==> src/sv/blist_pkg.sv <==
// Package for the bounded ordered list: sizes, command and status codes,
// and the control word that the top level broadcasts to the cell row.
// No dependencies.
package blist_pkg;

    localparam int DEPTH  = 16;
    localparam int DATA_W = 32;
    localparam int CMD_W  = 3;
    localparam int POS_W  = 6;
    localparam int STAT_W = 2;
    localparam int CNT_W  = $clog2(DEPTH + 1);
    localparam int IDX_W  = (DEPTH > 2) ? $clog2(DEPTH) : 1;
    localparam int CMP_W  = ((CNT_W > POS_W) ? CNT_W : POS_W) + 1;

    typedef enum logic [CMD_W-1:0] {
        CMD_APPEND     = 3'd0,
        CMD_INS_FRONT  = 3'd1,
        CMD_INS_POS    = 3'd2,
        CMD_DEL_FRONT  = 3'd3,
        CMD_DEL_BACK   = 3'd4,
        CMD_DEL_POS    = 3'd5,
        CMD_DISPLAY    = 3'd6
    } cmd_t;

    typedef enum logic [STAT_W-1:0] {
        STAT_OK     = 2'd0,
        STAT_FULL   = 2'd1,
        STAT_EMPTY  = 2'd2,
        STAT_BADPOS = 2'd3
    } stat_t;

    typedef enum logic [1:0] {
        SH_HOLD   = 2'd0,
        SH_INSERT = 2'd1,
        SH_DELETE = 2'd2,
        SH_ROTATE = 2'd3
    } shift_op_t;

    typedef struct packed {
        shift_op_t                op;
        logic [IDX_W-1:0]         idx;
        logic signed [DATA_W-1:0] value;
    } cell_ctrl_t;

endpackage

==> src/sv/blist_cell.sv <==
// One storage cell of the list row. Holds one entry and moves data to or
// from its neighbors under the broadcast control word. Uses blist_pkg.
module blist_cell (
    input  logic                              clk,
    input  logic [blist_pkg::IDX_W-1:0]       cell_idx,
    input  blist_pkg::cell_ctrl_t             ctrl,
    input  logic signed [blist_pkg::DATA_W-1:0] left_val,
    input  logic signed [blist_pkg::DATA_W-1:0] right_val,
    input  logic signed [blist_pkg::DATA_W-1:0] front_val,
    output logic signed [blist_pkg::DATA_W-1:0] value_out
);

    logic signed [blist_pkg::DATA_W-1:0] value_reg;
    logic signed [blist_pkg::DATA_W-1:0] value_next;

    always_comb
    begin
        value_next = value_reg;
        case (ctrl.op)
            blist_pkg::SH_INSERT:
            begin
                if (cell_idx > ctrl.idx)
                begin
                    value_next = left_val;
                end
                else if (cell_idx == ctrl.idx)
                begin
                    value_next = ctrl.value;
                end
            end
            blist_pkg::SH_DELETE:
            begin
                if (cell_idx >= ctrl.idx)
                begin
                    value_next = right_val;
                end
            end
            blist_pkg::SH_ROTATE:
            begin
                if (cell_idx < ctrl.idx)
                begin
                    value_next = right_val;
                end
                else if (cell_idx == ctrl.idx)
                begin
                    value_next = front_val;
                end
            end
            default:
            begin
                value_next = value_reg;
            end
        endcase
    end

    always_ff @(posedge clk)
    begin
        value_reg <= value_next;
    end

    assign value_out = value_reg;

endmodule

==> src/sv/bounded_ordered_list.sv <==
// An edit command shows its result in the output register in the cycle after acceptance.
// Throughput: one edit per cycle while the output is not stalled and no display runs. A display
// of N entries holds the input until all N are emitted, one result per cycle while not stalled;
// each is read from cell 0, then registered, with one rotation step of the cell row per entry.
// Reset clears the entry count, the sequencer and the output valid; cell contents stay undefined.
// Uses blist_pkg and blist_cell.
module bounded_ordered_list (
    input  logic                                clk,
    input  logic                                rst_n,
    input  logic                                in_valid,
    output logic                                in_stall,
    input  logic [blist_pkg::CMD_W-1:0]         command,
    input  logic signed [blist_pkg::DATA_W-1:0] data_value,
    input  logic [blist_pkg::POS_W-1:0]         position,
    output logic                                out_valid,
    input  logic                                out_stall,
    output logic signed [blist_pkg::DATA_W-1:0] entry_value,
    output logic                                last,
    output logic [blist_pkg::STAT_W-1:0]        status,
    output logic [blist_pkg::CNT_W-1:0]         entry_count
);

    typedef enum logic [1:0] {
        ST_IDLE = 2'b01,
        ST_DISP = 2'b10
    } state_t;

    state_t                              state_reg;
    state_t                              state_next;
    logic [blist_pkg::CNT_W-1:0]         count_reg;
    logic [blist_pkg::CNT_W-1:0]         count_next;
    logic [blist_pkg::CNT_W-1:0]         rem_reg;
    logic [blist_pkg::CNT_W-1:0]         rem_next;
    logic                                out_valid_reg;
    logic                                out_valid_next;
    logic signed [blist_pkg::DATA_W-1:0] entry_reg;
    logic signed [blist_pkg::DATA_W-1:0] entry_next;
    logic                                last_reg;
    logic                                last_next;
    blist_pkg::stat_t                    status_reg;
    blist_pkg::stat_t                    status_next;
    logic [blist_pkg::CNT_W-1:0]         ecount_reg;
    logic [blist_pkg::CNT_W-1:0]         ecount_next;

    logic                                out_free;
    logic                                accept;
    logic                                full;
    logic                                empty;
    logic [blist_pkg::CMP_W-1:0]         pos_ext;
    logic [blist_pkg::CMP_W-1:0]         cnt_ext;
    logic                                ins_bad;
    logic                                del_bad;
    logic [blist_pkg::POS_W-1:0]         pos_m1;
    logic [blist_pkg::CNT_W-1:0]         cnt_m1;
    blist_pkg::stat_t                    edit_stat;
    logic [blist_pkg::CNT_W-1:0]         edit_count;
    logic                                disp_start;
    blist_pkg::cell_ctrl_t               edit_ctrl;
    blist_pkg::cell_ctrl_t               ctrl;

    logic signed [blist_pkg::DATA_W-1:0] cell_val [blist_pkg::DEPTH];

    assign out_free = !out_valid_reg || !out_stall;
    assign in_stall = !((state_reg == ST_IDLE) && out_free);
    assign accept   = in_valid && !in_stall;

    assign full    = (count_reg == blist_pkg::CNT_W'(blist_pkg::DEPTH));
    assign empty   = (count_reg == '0);
    assign pos_ext = blist_pkg::CMP_W'(position);
    assign cnt_ext = blist_pkg::CMP_W'(count_reg);
    assign ins_bad = (position == '0) || (pos_ext > (cnt_ext + blist_pkg::CMP_W'(1)));
    assign del_bad = (position == '0) || (pos_ext > cnt_ext);
    assign pos_m1  = position - blist_pkg::POS_W'(1);
    assign cnt_m1  = count_reg - blist_pkg::CNT_W'(1);

    always_comb
    begin
        edit_stat       = blist_pkg::STAT_OK;
        edit_count      = count_reg;
        disp_start      = 1'b0;
        edit_ctrl.op    = blist_pkg::SH_HOLD;
        edit_ctrl.idx   = '0;
        edit_ctrl.value = data_value;
        unique case (command)
            blist_pkg::CMD_APPEND:
            begin
                if (full)
                begin
                    edit_stat = blist_pkg::STAT_FULL;
                end
                else
                begin
                    edit_ctrl.op  = blist_pkg::SH_INSERT;
                    edit_ctrl.idx = blist_pkg::IDX_W'(count_reg);
                    edit_count    = count_reg + blist_pkg::CNT_W'(1);
                end
            end
            blist_pkg::CMD_INS_FRONT:
            begin
                if (full)
                begin
                    edit_stat = blist_pkg::STAT_FULL;
                end
                else
                begin
                    edit_ctrl.op = blist_pkg::SH_INSERT;
                    edit_count   = count_reg + blist_pkg::CNT_W'(1);
                end
            end
            blist_pkg::CMD_INS_POS:
            begin
                if (full)
                begin
                    edit_stat = blist_pkg::STAT_FULL;
                end
                else if (ins_bad)
                begin
                    edit_stat = blist_pkg::STAT_BADPOS;
                end
                else
                begin
                    edit_ctrl.op  = blist_pkg::SH_INSERT;
                    edit_ctrl.idx = blist_pkg::IDX_W'(pos_m1);
                    edit_count    = count_reg + blist_pkg::CNT_W'(1);
                end
            end
            blist_pkg::CMD_DEL_FRONT:
            begin
                if (empty)
                begin
                    edit_stat = blist_pkg::STAT_EMPTY;
                end
                else
                begin
                    edit_ctrl.op = blist_pkg::SH_DELETE;
                    edit_count   = cnt_m1;
                end
            end
            blist_pkg::CMD_DEL_BACK:
            begin
                if (empty)
                begin
                    edit_stat = blist_pkg::STAT_EMPTY;
                end
                else
                begin
                    edit_count = cnt_m1;
                end
            end
            blist_pkg::CMD_DEL_POS:
            begin
                if (empty)
                begin
                    edit_stat = blist_pkg::STAT_EMPTY;
                end
                else if (del_bad)
                begin
                    edit_stat = blist_pkg::STAT_BADPOS;
                end
                else
                begin
                    edit_ctrl.op  = blist_pkg::SH_DELETE;
                    edit_ctrl.idx = blist_pkg::IDX_W'(pos_m1);
                    edit_count    = cnt_m1;
                end
            end
            blist_pkg::CMD_DISPLAY:
            begin
                if (empty)
                begin
                    edit_stat = blist_pkg::STAT_EMPTY;
                end
                else
                begin
                    disp_start = 1'b1;
                end
            end
            default:
            begin
                edit_stat = blist_pkg::STAT_OK;
            end
        endcase
    end

    always_comb
    begin
        state_next     = state_reg;
        count_next     = count_reg;
        rem_next       = rem_reg;
        out_valid_next = out_valid_reg && out_stall;
        entry_next     = entry_reg;
        last_next      = last_reg;
        status_next    = status_reg;
        ecount_next    = ecount_reg;
        ctrl.op        = blist_pkg::SH_HOLD;
        ctrl.idx       = '0;
        ctrl.value     = data_value;
        unique case (state_reg)
            ST_IDLE:
            begin
                if (accept)
                begin
                    count_next = edit_count;
                    ctrl       = edit_ctrl;
                    if (disp_start)
                    begin
                        state_next = ST_DISP;
                        rem_next   = count_reg;
                    end
                    else
                    begin
                        out_valid_next = 1'b1;
                        entry_next     = '0;
                        last_next      = 1'b1;
                        status_next    = edit_stat;
                        ecount_next    = edit_count;
                    end
                end
            end
            ST_DISP:
            begin
                if (out_free)
                begin
                    out_valid_next = 1'b1;
                    entry_next     = cell_val[0];
                    last_next      = (rem_reg == blist_pkg::CNT_W'(1));
                    status_next    = blist_pkg::STAT_OK;
                    ecount_next    = count_reg;
                    ctrl.op        = blist_pkg::SH_ROTATE;
                    ctrl.idx       = blist_pkg::IDX_W'(cnt_m1);
                    rem_next       = rem_reg - blist_pkg::CNT_W'(1);
                    if (rem_reg == blist_pkg::CNT_W'(1))
                    begin
                        state_next = ST_IDLE;
                    end
                end
            end
            default:
            begin
                state_next = ST_IDLE;
            end
        endcase
    end

    always_ff @(posedge clk or negedge rst_n)
    begin
        if (!rst_n)
        begin
            state_reg     <= ST_IDLE;
            count_reg     <= '0;
            rem_reg       <= '0;
            out_valid_reg <= 1'b0;
        end
        else
        begin
            state_reg     <= state_next;
            count_reg     <= count_next;
            rem_reg       <= rem_next;
            out_valid_reg <= out_valid_next;
        end
    end

    always_ff @(posedge clk)
    begin
        entry_reg  <= entry_next;
        last_reg   <= last_next;
        status_reg <= status_next;
        ecount_reg <= ecount_next;
    end

    for (genvar i = 0; i < blist_pkg::DEPTH; i++)
    begin : g_cell
        logic signed [blist_pkg::DATA_W-1:0] left_val;
        logic signed [blist_pkg::DATA_W-1:0] right_val;

        if (i == 0)
        begin : g_first
            assign left_val = '0;
        end
        else
        begin : g_mid_left
            assign left_val = cell_val[i-1];
        end

        if (i == blist_pkg::DEPTH - 1)
        begin : g_last
            assign right_val = '0;
        end
        else
        begin : g_mid_right
            assign right_val = cell_val[i+1];
        end

        blist_cell u_cell (
            .clk       (clk),
            .cell_idx  (blist_pkg::IDX_W'(i)),
            .ctrl      (ctrl),
            .left_val  (left_val),
            .right_val (right_val),
            .front_val (cell_val[0]),
            .value_out (cell_val[i])
        );
    end

    assign out_valid   = out_valid_reg;
    assign entry_value = entry_reg;
    assign last        = last_reg;
    assign status      = status_reg;
    assign entry_count = ecount_reg;

    a_count_bound: assert property (@(posedge clk) disable iff (!rst_n)
        count_reg <= blist_pkg::CNT_W'(blist_pkg::DEPTH))
        else $error("Entry count exceeds the list depth.");

    a_disp_count_stable: assert property (@(posedge clk) disable iff (!rst_n)
        (state_reg == ST_DISP) |=> (count_reg == $past(count_reg)))
        else $error("Entry count changed during a display.");

    a_disp_remaining: assert property (@(posedge clk) disable iff (!rst_n)
        (state_reg == ST_DISP) |-> ((rem_reg != '0) && (rem_reg <= count_reg)))
        else $error("Display remainder is out of range.");

    a_disp_last: assert property (@(posedge clk) disable iff (!rst_n)
        ((state_reg == ST_DISP) && out_free && (rem_reg == blist_pkg::CNT_W'(1)))
        |=> (out_valid_reg && last_reg && (state_reg == ST_IDLE)))
        else $error("Final display transaction was not marked last.");

endmodule
==> config.mk <==
export PLATFORM = sky130hd
export DESIGN_NAME = bounded_ordered_list
export DESIGN_NICKNAME = d
export VERILOG_FILES = /design/src/sv/blist_pkg.sv /design/src/sv/blist_cell.sv /design/src/sv/bounded_ordered_list.sv
export SDC_FILE = /design/constraint.sdc
export NUM_CORES = 1
export LEC_CHECK = 0
export BUFFER_PORTS_ARGS = -buffer_cell sky130_fd_sc_hd__buf_4
export CELL_PAD_IN_SITES_DETAIL_PLACEMENT = 1
export CELL_PAD_IN_SITES_GLOBAL_PLACEMENT = 1
export CORE_ASPECT_RATIO = 1.1
export CORE_UTILIZATION = 35
export CTS_BUF_LIST = sky130_fd_sc_hd__clkbuf_8
export CTS_CLUSTER_SIZE = 8
export DETAILED_ROUTE_END_ITERATION = 10
export HOLD_SLACK_MARGIN = 0.1
export PLACE_DENSITY_LB_ADDON = 0.3
export SYNTH_ARGS = -nofsm -noshare
export SYNTH_HDL_FRONTEND = slang
export SYNTH_SLANG_ARGS = --single-unit
==> constraint.sdc <==
create_clock -name clk -period 10.6 [get_ports clk]
set_input_delay 0.53 -clock clk [delete_from_list [all_inputs] [get_ports clk]]
set_output_delay 0.53 -clock clk [all_outputs]
set_load 0.02 [all_outputs]
Yosys cells after proc, flatten, opt, wreduce, memory -nomap -nowiden
Cells that the tools add are included.

operators by class
  multiplexer cells = 153
  add/subtract/negate cells = 5
  $lt $le $gt $ge = 50
  equality and inequality tests = 81
  reductions and logical operators = 38

operators with widths
  cell                count
  $mux 32             83
  $pmux 32 s3         16
  $ne 3x1->1 const B  31
  $reduce_and 4->1    19
  $mux 5              14
  $pmux 32 s2         1
  $mux 38             1
  $ne 2x1->1 const B  17
  $eq 4x4->1 const A  8
  $ge 4x4->1 const A  8
  $gt 4x4->1 const A  8
  $lt 4x4->1 const A  8
  $mux 2              13
  $mux 6              4
  $pmux 5 s2          2
  $pmux 5 s4          1
  $eq 3x4->1 const A  4
  $ge 3x4->1 const A  4
  $gt 3x4->1 const A  4
  $lt 3x4->1 const A  4
  $pmux 4 s3          1
  $pmux 6 s2          1
  $mux 1              10
  $ne 2x2->1 const B  5
  other kinds (37)    60

storage, ports and cells
  register bits after elaboration = 565
  word-level logic and storage cells = 351
  output and inout bits = 42

Depth between registers and ports, before layout
Gate-level depths: netlist of run 1.

  depth in word-level cells = 12
  gate-level depth with buffers = 18
  depth with buffers taken out = 13

Modules after synthesis
A second synthesis of run 1 with hierarchy kept.

second synthesis, totals
  cells, all modules = 4083
  area total of the unflattened synthesis = 35818.1 um2

by module, submodules not included
  module                cells each  times used  area an instance (um2)
  blist_cell            235         16          2031.9
  bounded_ordered_list  323         1           3306.9

Least setup slack after synthesis of run 1
No wires, ideal clock.

  path type = register to register
  start = reg count_reg[0] in the netlist's numbering
  end = reg g_cell[1].u_cell.value_reg (netlist bit g_cell[1].u_cell.value_out[0]) (enable)
  slack = 1.714 ns
  path buffers = 2
  arrival = 8.292 ns
  cell stages (with the launch flop) = 14
  library setup time = 0.594 ns
  path through = dfrtp_1 > ha_1 > and3_1 > xnor2_1 > ha_1 > and4_1 > o21a_1 > o31a_1 > o31ai_1 > a21o_1 > clkbuf_1 > clkbuf_1 > a21oi_1 > a2111oi_0

between the ends
  longest elaborated chain between the ends = 11

RTL lines
  item                                          line                         source
  start, declared                               bounded_ordered_list.sv:30   logic [blist_pkg::CNT_W-1:0] count_reg;
  start signal, assigned                        bounded_ordered_list.sv:257  count_reg <= count_next;
  $add 5x1->6                                   bounded_ordered_list.sv:71   assign ins_bad = (position == '0) || (pos_ext > (cnt_ext + blist_pkg::CMP_W'(1)));
  $gt 6x6->1                                    bounded_ordered_list.sv:71
  $logic_or 1x1->1                              bounded_ordered_list.sv:71
  $mux 5                                        bounded_ordered_list.sv:116  else if (ins_bad)
  $mux 6                                        bounded_ordered_list.sv:112  if (full)
  $pmux 4 s3 or $pmux 2 s5 (tied branches)      bounded_ordered_list.sv:84   unique case (command)
  $mux 38                                       bounded_ordered_list.sv:201  if (accept)
  $pmux 6 s2 (*)                                bounded_ordered_list.sv:198  unique case (state_reg)
  $lt 1x4->1 (tied with other cells)            blist_cell.sv:40             if (cell_idx < ctrl.idx)
  $ne 3x1->1 (no line) (tied with other cells)  n/a
  $reduce_and 4->1 (no line) (*)                n/a
  end signal, assigned                          blist_cell.sv:58             value_reg <= value_next;
  end, declared                                 blist_cell.sv:13             logic signed [blist_pkg::DATA_W-1:0] value_reg;

Mark *: on every way between the ends. The rest lies on a longest branch, timed or not.
A chain may end at the register's enable or synchronous reset.

Final worst setup path of run 1
  start = reg count_reg[0] in the netlist's numbering
  end = reg g_cell[8].u_cell.value_reg (netlist bit g_cell[8].u_cell.value_out[24]) (data pin)

between the ends
  longest elaborated chain between the ends = 11

RTL lines
  item                                      line                                source
  $add 5x1->6                               bounded_ordered_list.sv:71
  $gt 6x6->1                                bounded_ordered_list.sv:71
  $logic_or 1x1->1                          bounded_ordered_list.sv:71
  $mux 5                                    bounded_ordered_list.sv:116
  $mux 6                                    bounded_ordered_list.sv:112
  $pmux 4 s3                                bounded_ordered_list.sv:84
  $mux 38                                   bounded_ordered_list.sv:201
  $pmux 6 s2 (*)                            bounded_ordered_list.sv:198
  $lt 4x4->1 or $gt 4x4->1 (tied branches)  blist_cell.sv:40, blist_cell.sv:22
  $mux 32 (on tied branches)                blist_cell.sv:40, blist_cell.sv:22
  $pmux 32 s3 (*)                           blist_cell.sv:19                    case (ctrl.op)
  via g_cell[8].u_cell.value_next, one bit  blist_cell.sv:14                    logic signed [blist_pkg::DATA_W-1:0] value_next;
  end signal, assigned                      blist_cell.sv:58
  end, declared                             blist_cell.sv:13

Mark *: on every way through the listed nets, which the timed path passes. The rest lies on a longest branch.

==> impl_metrics.tcl, run 1 <==
set metrics [dict create \
    synth_top_area_cell "sky130_fd_sc_hd__edfxtp_1" \
    layout.area.seq_um2 16900 \
    cp_data_arrival_time_ns 7.18 \
    via_per_inst 6.66 \
    worstSetupPathType "reg2reg" \
    cellPowerDensity_nw_per_um2 244 \
    antenna_violations_before_repair 3 \
    number_of_optimization_iterations_in_the_first_detailed_route_pass 5 \
    routed_wire_length_per_instance_um 33.2 \
    synthesis.nets 2988 \
    num_io_pins 87 \
    drc 0 \
    worst_setup_end_kind "register" \
    die_h_um 321 \
    fin_worst_skew_ns 0.0332 \
    fin_hold_ws_ns 0.171 \
    ys_seq_elements 565 \
    ys_seq_area_share_pct 52.3 \
    tightest_slew_ns 1.50 \
    startpoint "count_reg[0]" \
    total_power_w 0.00880 \
    power.leakage_nw 13.9 \
    worstHoldPathType "in2async" \
    status "complete, but fails checks" \
    cp.required_ns 11.20 \
    most_common_cell_after_layout_fill_and_taps_aside "sky130_fd_sc_hd__edfxtp_1" \
    final.setup.tns_ns 0 \
    critPathMaxFanout 41 \
    rsz0062_at_grt "false" \
    synth_edf_count 552 \
    initialDrtViolationCount 3098 \
    routabilityCongestion 0.872 \
    synthCells 2924 \
    placementRows 116 \
    worst_r2r_endpoint "g_cell[8].u_cell.value_out[24]" \
    synth_async_sr_flop_share_pct 2.30 \
    layout-drive-gt1-share_pct 13.8 \
    grt_pass1_vias 28200 \
    die_area_um2 93500 \
    max_slew_margin_pct -0.0646 \
    r2r_setup_slack_ns 4.02 \
    largest_register_ff_count 512 \
    clock-sinks 565 \
    start_util_pct 35.4 \
    dominantRegCellSynth "sky130_fd_sc_hd__edfxtp_1" \
    final_min_period_over_clock_period_pct 62.1 \
    number_of_slew_limit_violations_in_the_final_report 1 \
    numCtsBuffers 98 \
    route.final.wire_length_mm 137 \
    fillCellCount 9835 \
    dr_total_vias 27500 \
    global_route.overflow_total 0 \
    clock_latency_late_sink_ns 0.77 \
    cts.root.buffer_cell "sky130_fd_sc_hd__clkbuf_8" \
    multiInputGateArea_um2 14500 \
    detailed_placer_s_ending_hpwl_mm 82.0 \
    timing.reg2reg.worst_path_depth 14 \
    vdd_ir_drop_max_mv 0.102 \
    synthesis.area_um2 32300 \
    h-tree-depth 3 \
    cts_tree "built" \
    cts_buffer_depth 3 \
    post-route-min-period_ns 6.58 \
    yosysTopAreaCellShare_pct 51.3 \
    endpoints_failing_setup 0 \
    timing.critical_path.from_type "register" \
    failed_checks "max-capacitance violations, max-slew violations" \
    synth_area_per_cell_um2 11.0 \
    yosysWarningCount 0 \
    synth_cell_types 75 \
    core_area_um2 91100 \
    max_freq_mhz 152 \
    area_growth_syn_to_layout_pct 11.4 \
    pin_count_of_the_biggest_net_entering_global_routing 187 \
    final_cell_mix "sky130_fd_sc_hd__edfxtp_1, sky130_fd_sc_hd__nand2_1, sky130_fd_sc_hd__mux2i_1" \
    clk_pin_slew_ns 0.07 \
    drv_cap 1 \
    r2r-start "count_reg[0]" \
    final_net_count 2932 \
    synth_area_leaders "sky130_fd_sc_hd__edfxtp_1, sky130_fd_sc_hd__mux2i_1, sky130_fd_sc_hd__a221o_1, sky130_fd_sc_hd__nand2_1, sky130_fd_sc_hd__o221ai_1" \
    horizontal_die_dimension_um 292 \
    postCtsSetupBuffers 0 \
    count_of_buffers_from_port_buffering 86 \
    antenna_violating_nets_post_route 0 \
    global_route.usage.total_pct 28.8 \
    hold_viol_final 0 \
    grt_pass1_wl_mm 199 \
]
[cells by family after synthesis]
family / count (synthesis) / synth area share [%]
compound gates: 872 / 20.1
simple gates: 783 / 11.1
flops: 565 / 52.3
mux: 344 / 11.2
buf+inv: 336 / 4.36
fa+ha+maj: 19 / 0.736
xor+xnor: 5 / 0.136
[how the worst max path moves through the flow]
stage | to | cells past startpoint
after global placement | g_cell[8].u_cell.value_out[17] | 14
after detailed placement | g_cell[8].u_cell.value_out[24] | 14
final | g_cell[8].u_cell.value_out[24] | 14
after CTS | g_cell[8].u_cell.value_out[24] | 14
after global routing | g_cell[8].u_cell.value_out[24] | 14
after floorplan | g_cell[1].u_cell.value_out[0] | 13
[critical path, cell delays in order (launching register included)]
cell	delay [ns]
sky130_fd_sc_hd__dfrtp_1	0.55
sky130_fd_sc_hd__ha_1	0.31
sky130_fd_sc_hd__and3_1	0.27
sky130_fd_sc_hd__xnor2_1	0.15
sky130_fd_sc_hd__ha_1	0.27
sky130_fd_sc_hd__and4_1	0.17
sky130_fd_sc_hd__o21a_1	0.11
sky130_fd_sc_hd__o31a_1	0.35
sky130_fd_sc_hd__or3_1	0.53
sky130_fd_sc_hd__a221oi_2	0.62
sky130_fd_sc_hd__o21a_2	1.01
sky130_fd_sc_hd__o21ai_4	0.10
sky130_fd_sc_hd__buf_4	0.44
sky130_fd_sc_hd__a21oi_4	1.21
sky130_fd_sc_hd__a221o_1	0.32
[Yosys cell counts, drive strengths merged (53+ instances only)]
cell type,number
a21o,53
a21oi,102
a221o,174
a22oi,78
and2,79
buf,90
clkbuf,226
edfxtp,552
mux2,64
mux2i,280
nand2,350
nand3,109
nor2,115
nor3,64
o21ai,157
o221ai,101
o22ai,60
[metrics by stage]
stage               setup WS, ns  area [um2]  std cells  utilization (%)
detailed placement          4.18       34200       3947             37.5
global route                3.83       36000       4125             39.5
finish                      4.02       36000       4127             39.5
CTS                         4.16       36000       4124             39.5
global placement            4.33       34200       3947             37.5
floorplan                   1.71       32300       2924                -
[power breakdown]
group,switching (W),total (W),internal [W]
registers,0.000435,0.00385,0.00342
clock network,0.00100,0.00193,0.000929
logic,0.00197,0.00301,0.00104
total,0.00341,0.00880,0.00539
[final cells by class]
class | instances | share of cell area (%)
repair buffers | 160 | 3.41
flip-flops and latches | 565 | 47.0
clock buffers | 101 | 3.86
clock inverters | 75 | 1.03
diodes | 3 | 0.0209
well taps | 1180 | 4.10
multi-input cells | 2023 | 40.4
inverters | 20 | 0.216
[what timing repair did]
item                                   4_1_cts  5_1_grt
endpoints found under the hold margin       13        0
hold buffers                                 1        0
setup endpoints to repair                    0        0
resized for setup                            0        0
[metal layers]
layer  track usage [%]  up-vias  part of all wire [%]
met5                 0        -                 0.023
met4              14.0        4                   4.9
met3              5.82      391                   9.1
met2              46.8     1633                    47
met1              36.5    14100                    39
li1                  -    11300                     -
(Power assumes the default switching activity.)
==> inputs of run 2 (changes only) <==
clock period = 6 ns   (was 10.6 ns; I/O delays follow)
==> impl_metrics.tcl, run 2 (synthesized netlist as in run 1, its figures left out) <==
set metrics [dict create \
    status "finished clean" \
    worstHoldStart "command[2]" \
    placementRows 116 \
    netSwitchingPower_w 0.00592 \
    grt_pass1_wl_mm 194 \
    global_route.usage.total_pct 27.7 \
    cts_tree "built" \
    antenna_violating_nets_post_route 0 \
    core_area_um2 91100 \
    largest_register_ff_count 512 \
    final_cell_mix "sky130_fd_sc_hd__edfxtp_1, sky130_fd_sc_hd__nand2_1, sky130_fd_sc_hd__mux2i_1" \
    number_of_optimization_iterations_in_the_first_detailed_route_pass 5 \
    numCtsBuffers 99 \
    drc 0 \
    h-tree-depth 3 \
    post-route-min-period_ns 5.69 \
    drv_cap 0 \
    route.final.wire_length_mm 132 \
    internal-power_w 0.00970 \
    cp.required_ns 6.50 \
    cellPowerDensity_nw_per_um2 424 \
    via_per_inst 6.53 \
    critPathMaxFanout 19 \
    fin_worst_skew_ns 0.0285 \
    clk_pin_slew_ns 0.07 \
    grt_pass1_vias 28400 \
    cp_data_arrival_time_ns 6.19 \
    startpoint "count_reg[0]" \
    start_util_pct 35.4 \
    cts_buffer_depth 3 \
    die_area_um2 93500 \
    max_freq_mhz 176 \
    antenna_violations_before_repair 3 \
    clock_latency_late_sink_ns 0.76 \
    timing.critical_path.from_type "register" \
    max_slew_margin_pct 9.95 \
    tightest_slew_ns 1.35 \
    endpoints_failing_setup 0 \
    final_net_count 3004 \
    area_growth_syn_to_layout_pct 14.1 \
    most_common_cell_after_layout_fill_and_taps_aside "sky130_fd_sc_hd__edfxtp_1" \
    dr_total_vias 27400 \
    worstHoldPathType "in2reg" \
    die_h_um 321 \
    routabilityCongestion 0.896 \
    instance_area_after_placement_um2 34600 \
    routed_wire_length_per_instance_um 31.6 \
    postCtsSetupBuffers 0 \
    initialDrtViolationCount 2722 \
    hold_viol_final 0 \
    vdd_ir_drop_max_mv 0.174 \
    clkPwrFrac_pct 22.1 \
    num_io_pins 87 \
    final_cell_area_um2 36900 \
    power_switching_share_pct 37.9 \
    final_min_period_over_clock_period_pct 94.8 \
    global_route.overflow_total 0 \
    seq_power_share_pct 43.5 \
    number_of_slew_limit_violations_in_the_final_report 0 \
    cts.root.buffer_cell "sky130_fd_sc_hd__clkbuf_8" \
    layout-drive-gt1-share_pct 14.5 \
    clock-sinks 565 \
    worst_setup_end_kind "register" \
    power.combinational.fraction_pct 34.4 \
    detailed_placer_s_ending_hpwl_mm 84.2 \
    pin_count_of_the_biggest_net_entering_global_routing 136 \
    worstSetupPathType "reg2reg" \
    count_of_buffers_from_port_buffering 86 \
    final.setup.tns_ns 0 \
    rsz0062_at_grt "false" \
    power.leakage_nw 14.2 \
    horizontal_die_dimension_um 292 \
    r2r-start "count_reg[0]" \
]
[run 2: layout make-up]
class                           count  area [um2]
Antenna cell                        2        5.00
Fill cell                        9818       54300
Clock inverter                     69         419
Tap cell                         1180        1480
Timing Repair Buffer              231        2080
Clock buffer                       99        1360
Multi-Input combinational cell   2023       14500
Sequential cell                   565       16900
Inverter                           20        77.6
[run 2: repair_timing]
item                      CTS  global route
hold buffers               40             0
hold endpoints to repair  223             0
resized for setup           0             0
[run 2: power by group through the flow]
stage / logic, W / registers [W] / clock network, W
2_1_floorplan: 0.00328 / 0.00656 / 0
3_3_place_gp: 0.00505 / 0.00679 / 0
3_5_place_dp: 0.00524 / 0.00684 / 0
4_1_cts: 0.00529 / 0.00678 / 0.00351
5_1_grt: 0.00568 / 0.00690 / 0.00366
6_report: 0.00538 / 0.00680 / 0.00345
[run 2: final timing paths]
check / depth (start not counted) / endpoint / slack, ns
max in group asynchronous: 4 / count_reg[4] / 4.26
min in group asynchronous: 3 / state_reg[0] / 0.61
worst max register to register: 13 / g_cell[14].u_cell.value_out[6] / 0.31
worst min-delay path: 3 / status[0] / 0.17
worst min register to register: 2 / state_reg[0] / 0.51
worst max-delay path: 13 / g_cell[14].u_cell.value_out[6] / 0.31
[run 2: layer usage]
metal	track usage [%]	share of wire [%]
met1	34.8	39
met2	46.5	48
met3	5.28	8.4
met4	11.9	4.0
met5	0	0.0098
[run 2: metrics by stage]
| step | hold WS (ns) | total power [W] | setup slack, ns | util (%) | std cells |
|---|---|---|---|---|---|
| 6_report | 0.166 | 0.0156 | 0.312 | 40.4 | 4189 |
| 5_1_grt | 0.170 | 0.0162 | 0.0753 | 40.4 | 4188 |
| 4_1_cts | 0.119 | 0.0156 | 0.420 | 40.4 | 4186 |
| 3_5_place_dp | 0.173 | 0.0121 | 0.426 | 38.0 | 3978 |
| 3_3_place_gp | 0.166 | 0.0118 | 0.481 | 38.0 | 3978 |
| 2_1_floorplan | 0.00441 | 0.00984 | 0.236 | - | 2924 |
[run 2: worst max-delay path, stage by stage (launching register included)]
cell	delay [ns]
sky130_fd_sc_hd__dfrtp_1	0.50
sky130_fd_sc_hd__ha_1	0.31
sky130_fd_sc_hd__and3_1	0.25
sky130_fd_sc_hd__xnor2_1	0.14
sky130_fd_sc_hd__ha_1	0.31
sky130_fd_sc_hd__and4_1	0.17
sky130_fd_sc_hd__o21a_1	0.11
sky130_fd_sc_hd__o31a_1	0.34
sky130_fd_sc_hd__or3_1	0.54
sky130_fd_sc_hd__a211oi_4	0.44
sky130_fd_sc_hd__a2bb2oi_2	0.66
sky130_fd_sc_hd__nand2_2	0.68
sky130_fd_sc_hd__o221a_2	0.71
sky130_fd_sc_hd__buf_12	0.25
